### src/lbpc_pkg.sv
// ----------------------------------------------------------------------------
// lbpc_pkg
// Shared types, codes and helpers for the led blink pattern controller.
// ----------------------------------------------------------------------------
package lbpc_pkg;

    localparam int TIME_W = 16;
    localparam int CMP_W  = ((TIME_W > 16) ? TIME_W : 16) + 1;

    typedef logic [TIME_W-1:0] t_time;
    localparam t_time TIME_MAX = '1;

    localparam int STEP_W  = 10;
    localparam int REG_W   = 16;
    localparam int COUNT_W = 16;
    localparam int INDEX_W = 3;

    // register indexes
    localparam logic [INDEX_W-1:0] CFG_STEP      = 3'd0;
    localparam logic [INDEX_W-1:0] CFG_STEADY_ON = 3'd1;
    localparam logic [INDEX_W-1:0] CFG_FAST_ON   = 3'd2;
    localparam logic [INDEX_W-1:0] CFG_FAST_OFF  = 3'd3;
    localparam logic [INDEX_W-1:0] CFG_SLOW_ON   = 3'd4;
    localparam logic [INDEX_W-1:0] CFG_SLOW_OFF  = 3'd5;

    // register reset values
    localparam logic [STEP_W-1:0] RST_STEP      = 10'd10;
    localparam logic [REG_W-1:0]  RST_STEADY_ON = 16'd500;
    localparam logic [REG_W-1:0]  RST_FAST_ON   = 16'd100;
    localparam logic [REG_W-1:0]  RST_FAST_OFF  = 16'd100;
    localparam logic [REG_W-1:0]  RST_SLOW_ON   = 16'd300;
    localparam logic [REG_W-1:0]  RST_SLOW_OFF  = 16'd1200;

    // item kinds
    localparam logic FUNC_TICK = 1'b0;
    localparam logic FUNC_SET  = 1'b1;

    // modes
    localparam logic [1:0] MODE_OFF  = 2'd0;
    localparam logic [1:0] MODE_ON   = 2'd1;
    localparam logic [1:0] MODE_FAST = 2'd2;
    localparam logic [1:0] MODE_SLOW = 2'd3;

    localparam logic PIN_LIT  = 1'b0;
    localparam logic PIN_DARK = 1'b1;

    typedef enum logic [7:0] {
        PH_IDLE     = 8'b0000_0001,
        PH_TURN_ON  = 8'b0000_0010,
        PH_ON_WAIT  = 8'b0000_0100,
        PH_TURN_OFF = 8'b0000_1000,
        PH_OFF_WAIT = 8'b0001_0000,
        PH_CHECK    = 8'b0010_0000,
        PH_KICK     = 8'b0100_0000,
        PH_END      = 8'b1000_0000
    } t_phase;

    typedef struct packed {
        logic [STEP_W-1:0] step_ms;
        logic [REG_W-1:0]  steady_on_ms;
        logic [REG_W-1:0]  fast_on_ms;
        logic [REG_W-1:0]  fast_off_ms;
        logic [REG_W-1:0]  slow_on_ms;
        logic [REG_W-1:0]  slow_off_ms;
    } t_cfg;

    typedef struct packed {
        logic               func;
        logic [1:0]         mode_sel;
        logic [COUNT_W-1:0] repeat_count;
    } t_item;

    typedef struct packed {
        logic led_level;
        logic is_running;
    } t_res;

    // clamp a register period to the time range
    function automatic t_time sat_period(input logic [REG_W-1:0] v);
        logic [CMP_W-1:0] w;
        w = CMP_W'(v);
        if (w > CMP_W'(TIME_MAX)) begin
            return TIME_MAX;
        end
        return TIME_W'(w);
    endfunction

endpackage

### src/lbpc_cfg_regs.sv
// ----------------------------------------------------------------------------
// lbpc_cfg_regs
// Configuration register file: step size and per-mode on/off times.
// ----------------------------------------------------------------------------
module lbpc_cfg_regs
    import lbpc_pkg::*;
(
    input  logic               i_clk,
    input  logic               i_rst_n,
    input  logic               i_cfg_valid,
    input  logic [INDEX_W-1:0] i_cfg_index,
    input  logic [REG_W-1:0]   i_cfg_data,
    output t_cfg               o_cfg
);

    t_cfg r_cfg;

    always_ff @(posedge i_clk) begin
        if (!i_rst_n) begin
            r_cfg.step_ms      <= RST_STEP;
            r_cfg.steady_on_ms <= RST_STEADY_ON;
            r_cfg.fast_on_ms   <= RST_FAST_ON;
            r_cfg.fast_off_ms  <= RST_FAST_OFF;
            r_cfg.slow_on_ms   <= RST_SLOW_ON;
            r_cfg.slow_off_ms  <= RST_SLOW_OFF;
        end else if (i_cfg_valid) begin
            unique case (i_cfg_index)
                CFG_STEP:      r_cfg.step_ms      <= i_cfg_data[STEP_W-1:0];
                CFG_STEADY_ON: r_cfg.steady_on_ms <= i_cfg_data;
                CFG_FAST_ON:   r_cfg.fast_on_ms   <= i_cfg_data;
                CFG_FAST_OFF:  r_cfg.fast_off_ms  <= i_cfg_data;
                CFG_SLOW_ON:   r_cfg.slow_on_ms   <= i_cfg_data;
                CFG_SLOW_OFF:  r_cfg.slow_off_ms  <= i_cfg_data;
                default: ;
            endcase
        end
    end

    assign o_cfg = r_cfg;

endmodule

### src/lbpc_seq.sv
// ----------------------------------------------------------------------------
// lbpc_seq
// Blink sequencer state and its one-item update: tick steps and set commands.
// ----------------------------------------------------------------------------
module lbpc_seq
    import lbpc_pkg::*;
(
    input  logic  i_clk,
    input  logic  i_rst_n,
    input  logic  i_en,
    input  t_item i_item,
    input  t_cfg  i_cfg,
    output t_res  o_res
);

    t_phase             r_phase,   n_phase;
    t_time              r_elapsed, n_elapsed;
    t_time              r_on,      n_on;
    t_time              r_off,     n_off;
    logic [COUNT_W-1:0] r_cycles,  n_cycles;
    logic               r_running, n_running;
    logic [1:0]         r_mode,    n_mode;
    logic               r_pin,     n_pin;

    logic [CMP_W-1:0]   w_sum;
    t_time              w_tick_elapsed;
    logic [COUNT_W-1:0] w_dec;
    logic [REG_W-1:0]   w_on_sel;
    logic [REG_W-1:0]   w_off_sel;

    // saturating time advance for a tick
    assign w_sum = CMP_W'(r_elapsed) + CMP_W'(i_cfg.step_ms);
    assign w_tick_elapsed = (w_sum > CMP_W'(TIME_MAX)) ? TIME_MAX : TIME_W'(w_sum);
    assign w_dec = r_cycles - COUNT_W'(1);

    always_comb begin
        w_on_sel  = '0;
        w_off_sel = '0;
        unique case (i_item.mode_sel)
            MODE_OFF: ;
            MODE_ON: begin
                w_on_sel = i_cfg.steady_on_ms;
            end
            MODE_FAST: begin
                w_on_sel  = i_cfg.fast_on_ms;
                w_off_sel = i_cfg.fast_off_ms;
            end
            MODE_SLOW: begin
                w_on_sel  = i_cfg.slow_on_ms;
                w_off_sel = i_cfg.slow_off_ms;
            end
            default: ;
        endcase
    end

    always_comb begin
        n_phase   = r_phase;
        n_elapsed = r_elapsed;
        n_on      = r_on;
        n_off     = r_off;
        n_cycles  = r_cycles;
        n_running = r_running;
        n_mode    = r_mode;
        n_pin     = r_pin;
        if (i_item.func == FUNC_TICK) begin
            n_elapsed = w_tick_elapsed;
            unique case (r_phase)
                PH_IDLE: begin
                    if (r_cycles != '0) begin
                        n_running = 1'b1;
                        n_phase   = (r_on == '0 && r_off == '0) ? PH_END : PH_TURN_ON;
                    end else if (r_running) begin
                        n_phase = PH_END;
                    end
                end
                PH_TURN_ON: begin
                    if (r_on != '0) begin
                        n_pin     = PIN_LIT;
                        n_elapsed = '0;
                        n_phase   = PH_ON_WAIT;
                    end else begin
                        n_phase = PH_TURN_OFF;
                    end
                end
                PH_ON_WAIT: begin
                    if (w_tick_elapsed >= r_on) begin
                        n_phase = PH_TURN_OFF;
                    end
                end
                PH_TURN_OFF: begin
                    if (r_off != '0) begin
                        n_pin     = PIN_DARK;
                        n_elapsed = '0;
                        n_phase   = PH_OFF_WAIT;
                    end else begin
                        n_phase = PH_CHECK;
                    end
                end
                PH_OFF_WAIT: begin
                    if (w_tick_elapsed >= r_off) begin
                        n_phase = PH_CHECK;
                    end
                end
                PH_CHECK: begin
                    // negative count blinks forever
                    if (r_cycles[COUNT_W-1]) begin
                        n_phase = PH_TURN_ON;
                    end else if (r_cycles != '0) begin
                        n_cycles = w_dec;
                        n_phase  = (w_dec == '0) ? PH_END : PH_TURN_ON;
                    end else begin
                        n_phase = PH_END;
                    end
                end
                PH_KICK: begin
                    n_pin   = PIN_DARK;
                    n_phase = PH_IDLE;
                end
                default: begin
                    n_pin     = PIN_DARK;
                    n_cycles  = '0;
                    n_phase   = PH_IDLE;
                    n_running = 1'b0;
                end
            endcase
        end else if (i_item.mode_sel != r_mode) begin
            n_mode    = i_item.mode_sel;
            n_on      = sat_period(w_on_sel);
            n_off     = sat_period(w_off_sel);
            n_cycles  = i_item.repeat_count;
            n_phase   = PH_KICK;
            n_running = 1'b1;
        end
    end

    always_ff @(posedge i_clk) begin
        if (!i_rst_n) begin
            r_phase   <= PH_IDLE;
            r_elapsed <= '0;
            r_on      <= '0;
            r_off     <= '0;
            r_cycles  <= '0;
            r_running <= 1'b0;
            r_mode    <= MODE_OFF;
            r_pin     <= PIN_DARK;
        end else if (i_en) begin
            r_phase   <= n_phase;
            r_elapsed <= n_elapsed;
            r_on      <= n_on;
            r_off     <= n_off;
            r_cycles  <= n_cycles;
            r_running <= n_running;
            r_mode    <= n_mode;
            r_pin     <= n_pin;
        end
    end

    assign o_res.led_level  = n_pin;
    assign o_res.is_running = n_running;

    a_phase_onehot: assert property (@(posedge i_clk) disable iff (!i_rst_n)
        $onehot(r_phase))
        else $error("sequencer phase not one-hot");

    a_stopped_is_idle: assert property (@(posedge i_clk) disable iff (!i_rst_n)
        !r_running |-> (r_phase == PH_IDLE))
        else $error("sequencer left idle while not running");

    a_lit_needs_run: assert property (@(posedge i_clk) disable iff (!i_rst_n)
        (r_pin == PIN_LIT) |-> r_running)
        else $error("led lit with no active sequence");

    a_on_wait_lit: assert property (@(posedge i_clk) disable iff (!i_rst_n)
        (r_phase == PH_ON_WAIT) |-> (r_pin == PIN_LIT))
        else $error("on wait with led dark");

    a_off_wait_dark: assert property (@(posedge i_clk) disable iff (!i_rst_n)
        (r_phase == PH_OFF_WAIT) |-> (r_pin == PIN_DARK))
        else $error("off wait with led lit");

endmodule

### src/led_blink_pattern_controller.sv
// ----------------------------------------------------------------------------
// led_blink_pattern_controller
// Active-low led blink sequencer driven by tick and set-mode items.
//
//  channel   dir  handshake                tdata / tuser
//  s_axis    in   tvalid/tready            tdata: mode_sel, repeat_count
//                                          tuser: func
//  m_axis    out  tvalid/tready            tdata: led_level, is_running
//  cfg       in   i_cfg_valid/o_cfg_ready  index + 16-bit data
//
// one item per cycle sustained unless the result stalls; an accepted item is
// held in the input register, then registered in the result register.
// each item gives exactly one result item.
// a stalled result holds the result register and the input register fills;
// input ready drops only when both are occupied.
// reset is synchronous; config writes are always taken (o_cfg_ready is tied high).
// ----------------------------------------------------------------------------
module led_blink_pattern_controller
    import lbpc_pkg::*;
(
    input  logic               i_clk,
    input  logic               i_rst_n,
    input  logic               i_s_axis_tvalid,
    output logic               o_s_axis_tready,
    input  logic [23:0]        i_s_axis_tdata,  // [1:0] mode_sel, [17:2] repeat_count
    input  logic [0:0]         i_s_axis_tuser,  // [0] func
    output logic               o_m_axis_tvalid,
    input  logic               i_m_axis_tready,
    output logic [7:0]         o_m_axis_tdata,  // [0] led_level, [1] is_running
    input  logic               i_cfg_valid,
    output logic               o_cfg_ready,
    input  logic [INDEX_W-1:0] i_cfg_index,
    input  logic [REG_W-1:0]   i_cfg_data
);

    t_cfg  w_cfg;
    t_res  w_res;
    t_item r_in;
    logic  r_in_valid;
    t_res  r_out;
    logic  r_out_valid;
    logic  w_proc;
    logic  w_in_acc;

    assign o_cfg_ready = 1'b1;

    lbpc_cfg_regs u_cfg (
        .i_clk       (i_clk),
        .i_rst_n     (i_rst_n),
        .i_cfg_valid (i_cfg_valid),
        .i_cfg_index (i_cfg_index),
        .i_cfg_data  (i_cfg_data),
        .o_cfg       (w_cfg)
    );

    // item moves from input register to result register
    assign w_proc          = r_in_valid && (!r_out_valid || i_m_axis_tready);
    assign o_s_axis_tready = !r_in_valid || w_proc;
    assign w_in_acc        = i_s_axis_tvalid && o_s_axis_tready;

    always_ff @(posedge i_clk) begin
        if (!i_rst_n) begin
            r_in_valid <= 1'b0;
        end else if (w_in_acc) begin
            r_in_valid <= 1'b1;
        end else if (w_proc) begin
            r_in_valid <= 1'b0;
        end
    end

    always_ff @(posedge i_clk) begin
        if (w_in_acc) begin
            r_in.func         <= i_s_axis_tuser[0];
            r_in.mode_sel     <= i_s_axis_tdata[1:0];
            r_in.repeat_count <= i_s_axis_tdata[17:2];
        end
    end

    lbpc_seq u_seq (
        .i_clk   (i_clk),
        .i_rst_n (i_rst_n),
        .i_en    (w_proc),
        .i_item  (r_in),
        .i_cfg   (w_cfg),
        .o_res   (w_res)
    );

    always_ff @(posedge i_clk) begin
        if (!i_rst_n) begin
            r_out_valid <= 1'b0;
        end else if (w_proc) begin
            r_out_valid <= 1'b1;
        end else if (i_m_axis_tready) begin
            r_out_valid <= 1'b0;
        end
    end

    always_ff @(posedge i_clk) begin
        if (w_proc) begin
            r_out <= w_res;
        end
    end

    assign o_m_axis_tvalid = r_out_valid;
    assign o_m_axis_tdata  = {6'b0, r_out.is_running, r_out.led_level};

endmodule
### config.mk
export PLATFORM = sky130hd
export DESIGN_NAME = led_blink_pattern_controller
export DESIGN_NICKNAME = d
export VERILOG_FILES = /design/src/lbpc_pkg.sv /design/src/lbpc_cfg_regs.sv /design/src/lbpc_seq.sv /design/src/led_blink_pattern_controller.sv
export SDC_FILE = /design/constraint.sdc
export NUM_CORES = 1
export LEC_CHECK = 0
export ABC_AREA = 1
export ABC_CLOCK_PERIOD_IN_PS = 9600
export BUFFER_PORTS_ARGS = -buffer_cell sky130_fd_sc_hd__buf_2
export CAP_MARGIN = 25
export CORE_ASPECT_RATIO = 0.9
export CORE_MARGIN = 10
export CORE_UTILIZATION = 47
export CTS_BUF_LIST = sky130_fd_sc_hd__clkbuf_2 sky130_fd_sc_hd__clkbuf_4 sky130_fd_sc_hd__clkbuf_8
export DETAILED_ROUTE_END_ITERATION = 16
export HOLD_SLACK_MARGIN = 0.08
export PLACE_DENSITY = 0.62
export RECOVER_POWER = 100
export SYNTH_ARGS = -nofsm -noshare
export SYNTH_HDL_FRONTEND = slang
export SYNTH_HIERARCHICAL = 1
export SYNTH_SLANG_ARGS = --single-unit
### constraint.sdc
create_clock -name i_clk -period 9.6 [get_ports i_clk]
set_clock_uncertainty 0.2 [all_clocks]
set_input_delay 0.96 -clock i_clk [delete_from_list [all_inputs] [get_ports i_clk]]
set_output_delay 0.96 -clock i_clk [all_outputs]
set_load 0.02 [all_outputs]
==> impl_metrics.py <==
metrics = {
    "worst_setup_path": {
        "r2r_slack_ns": 4.42,
        "crit_path_end_kind": "flop",
        "start_kind": "input port",
        "path_buf_inv": 5,
        "crit_chain": "buf_2 > inv_1 > a21oi_1 > inv_1 > nor2_1 > clkbuf_1 > inv_1 > nand2_1 > nand2_1 > nor3b_1 > nor3_1",
        "path_common_cell": "inv_1",
        "path_max_fanout": 51,
        "max_stage_delay_ns": 1.08,
        "criticalPathCategory": "input port to flop",
        "arrival_ns": 5.44,
        "cp_data_required_time_ns": 9.71,
        "cp_top_family": "buffers and inverters",
        "slowest_stage": "inv_1",
    },
    "global_route": {
        "grt_pass1_wl_um": 45100,
        "track_usage": 0.194,
        "first_global_vias": 8625,
        "overflow": 0,
        "grt_max_degree": 83,
        "antenna_found_initial": 0,
    },
    "clocking": {
        "clockBufferDepth": 2,
        "post_cts.repair.setup_buffers": 0,
        "ctsResizeCount": 0,
        "clkSinkCount": 189,
        "htree_levels": 4,
        "cts_tree": "yes",
        "cts_hold_buf": 0,
        "cts-root-buf": "clkbuf_8",
        "clock_latency_ns": 0.48,
        "clk_pin_slew_ns": 0.10,
        "cts_inserted_buffers": 17,
    },
    "routing": {
        "viasPerCell": 5.22,
        "drt_pre_antenna_iters": 5,
        "drt-total-wl_um": 27500,
        "wl_per_cell_um": 15.4,
        "drt_iter0_markers": 746,
        "drcViolationCount": 0,
        "ant_nets": 0,
        "vias": 9299,
    },
    "logic_synthesis": {
        "synth_compound_area_frac": 0.0972,
        "synth_top_family_by_area": "simple AND/OR/NAND/NOR gates",
        "synth-simple-area-share": 0.358,
        "avgSynthCellArea_um2": 7.02,
        "yosysTopAreaCellShare": 0.326,
        "synth_area_leader_cell": "dfxtp_1",
        "synth_xor_area_frac": 0.0127,
        "postSynthCellCount": 1469,
        "synth.distinct_cells": 47,
        "synthMuxAreaShare": 0,
        "synth-seq-cells": 189,
        "yosysSeqAreaShare": 0.387,
        "ys_warn_count": 6,
        "synth.area.top_cells": "dfxtp_1 33%, nand2_1 15%, nor2_1 7.7%",
        "synth_area_um2": 10300,
        "synth_adder_area_share": 0.0566,
    },
    "sta": {
        "clock.fmax_ghz": 0.188,
        "slew_viol_final": 216,
        "hold_violations": 0,
        "final-setup-viol-count": 0,
        "maxSlewHeadroom": -1.44,
        "period_share": 0.555,
        "worst_slew_pin_slew_ns": 3.67,
        "finalCriticalPeriod_ns": 5.33,
        "tns_ns": 0,
        "rsz0062_at_grt": "no",
        "setup_slack_ns": 4.27,
    },
    "cells_and_area": {
        "layout.nets": 1573,
        "syn_to_final_growth_pct": 6.28,
        "antenna-diode-count": 0,
        "postLayoutCellArea_um2": 11000,
        "drive_above_1_share": 0.0872,
    },
    "job": {
        "max-cap-violations": 4,
    },
    "run_status": {
        "violations": "max-capacitance violations, max-slew violations",
        "status": "finished with violations",
    },
    "floorplanning": {
        "boundaryPins": 60,
        "die_w_um": 176,
        "die_h_um": 160,
        "dieArea_um2": 28300,
        "start_util": 0.476,
        "num_rows": 51,
        "core-area_um2": 21600,
    },
    "place": {
        "portBuffers": 46,
        "place_area_um2": 10600,
        "dp_slack_ns": 5.37,
        "hpwlAfterDp_um": 19300,
        "place_congestion": 0.887,
    },
    "pwr": {
        "p_total_w": 0.00171,
        "power_density_nw_per_um2": 157,
        "p_leak_nw": 4.80,
        "ir_worst_vdd_uv": 92.0,
    },
    "worst_hold_path": {
        "hp-class": "flop to flop",
    },
}
==> worst register-to-register path, cell delays in order, from the launching register on <==
cell	delay, ns
edfxtp_1	0.97
nand2_1	0.17
nor2_1	0.12
clkbuf_1	0.82
inv_1	1.08
nand2_1	0.50
nand2_1	0.60
nor3b_1	0.50
nor3_1	0.07
==> Yosys cell counts (all sizes together) <==
library cell  instances
nor4                  7
dfxtp               168
o311ai                1
nand2               442
edfxtp               21
a221oi               16
nor2                226
nor3                  7
ha                   45
o21ai                45
a31oi                 3
xor2                  8
nor2b                 1
or2                   1
nor3b                 3
o22ai                 1
xnor2                 7
nand3               139
a21oi                83
nand4                15
o21a                  1
inv                 134
conb                  2
and2                  1
a21o                  1
fa                    1
a211oi               18
clkbuf               30
nand3b                2
buf                  39
a21boi                1
==> per-layer routing <==
metal	part of all wire	GRT usage	up-vias	routed length, um
met5	0	0	-	0
met4	0.017	0.0551	0	471
met3	0.054	0.0307	29	1480
met2	0.45	0.302	233	12400
met1	0.48	0.270	4307	13200
li1	-	-	4730	-
==> kinds of logic (layout without fill, tap and decap cells) <==
| group | after synthesis | count (layout) |
|---|---|---|
| AOI/OAI and AO/OA | 170 | 170 |
| xor gates and xnor gates | 15 | 15 |
| adders and majority gates | 46 | 46 |
| buffers and inverters | 203 | 220 |
| DFF | 189 | 189 |
| other | 2 | 7 |
| and+or+nand+nor | 844 | 844 |
==> final timing paths <==
| kind | from | to | cells past startpoint |
|---|---|---|---|
| worst min register to register | u_seq/r_on[9]$_SDFFE_PN0P_ | u_seq/r_on[9]$_SDFFE_PN0P_ | 2 |
| worst max-delay path | i_m_axis_tready | u_seq/r_cycles[13]$_SDFFE_PN0P_ | 11 |
| worst min-delay path | u_seq/r_on[9]$_SDFFE_PN0P_ | u_seq/r_on[9]$_SDFFE_PN0P_ | 2 |
| worst max register to register | r_in[18]$_DFFE_PP_ | u_seq/r_cycles[13]$_SDFFE_PN0P_ | 8 |
==> cell type report <==
| cell class | count | area (um^2) |
|---|---|---|
| fill | 2227 | 10700 |
| multi-input combinational | 1082 | 5420 |
| sequential | 189 | 3990 |
| inverter | 134 | 503 |
| tap | 291 | 364 |
| timing repair buffer | 54 | 288 |
| clock buffer | 17 | 234 |
| clock inverter | 15 | 155 |
==> placed cells by master, fill, tap and decap left out, types with 7 or more instances in the layout <==
cell,count
clkbuf_1,10
o21ai_0,31
nand2_4,7
a221oi_1,16
nand2_1,427
nand4_1,15
edfxtp_1,21
nand2_2,8
dfxtp_1,168
buf_2,40
a211oi_1,15
conb_1,7
nand3_1,138
nor2_4,10
inv_1,127
nor2_1,211
clkbuf_8,17
xor2_1,8
inv_2,7
o21ai_1,13
ha_1,45
xnor2_1,7
a21oi_1,81
==> report_power, final <==
part	switching, W	leakage (nW)	internal [W]
Sequential	0.0000234	1.57	0.000833
Combinational	0.000222	3.03	0.000106
Clock	0.000316	0.197	0.000215
Total	0.000561	4.80	0.00115
==> per-stage QoR <==
step | hold WS, ns | std cells | utilization
detailed placement | 0.246 | 1750 | 0.491
global placement | 0.240 | 1749 | 0.490
floorplan | 0.229 | 1474 | -
CTS | 0.268 | 1782 | 0.509
global route | 0.292 | 1782 | 0.506
finish | 0.269 | 1782 | 0.506
==> sequential cells by signal (all words and copies together), names as in the netlist, 2 cells and up <==
name	cells
u_seq/r_cycles	16
u_seq/r_off	16
r_in	19
u_seq/r_elapsed	16
u_cfg/o_cfg	90
o_m_axis_tdata	2
u_seq/r_phase	8
u_seq/r_on	16
u_seq/r_mode	2
Note: power is estimated with default switching activity, not from simulation.
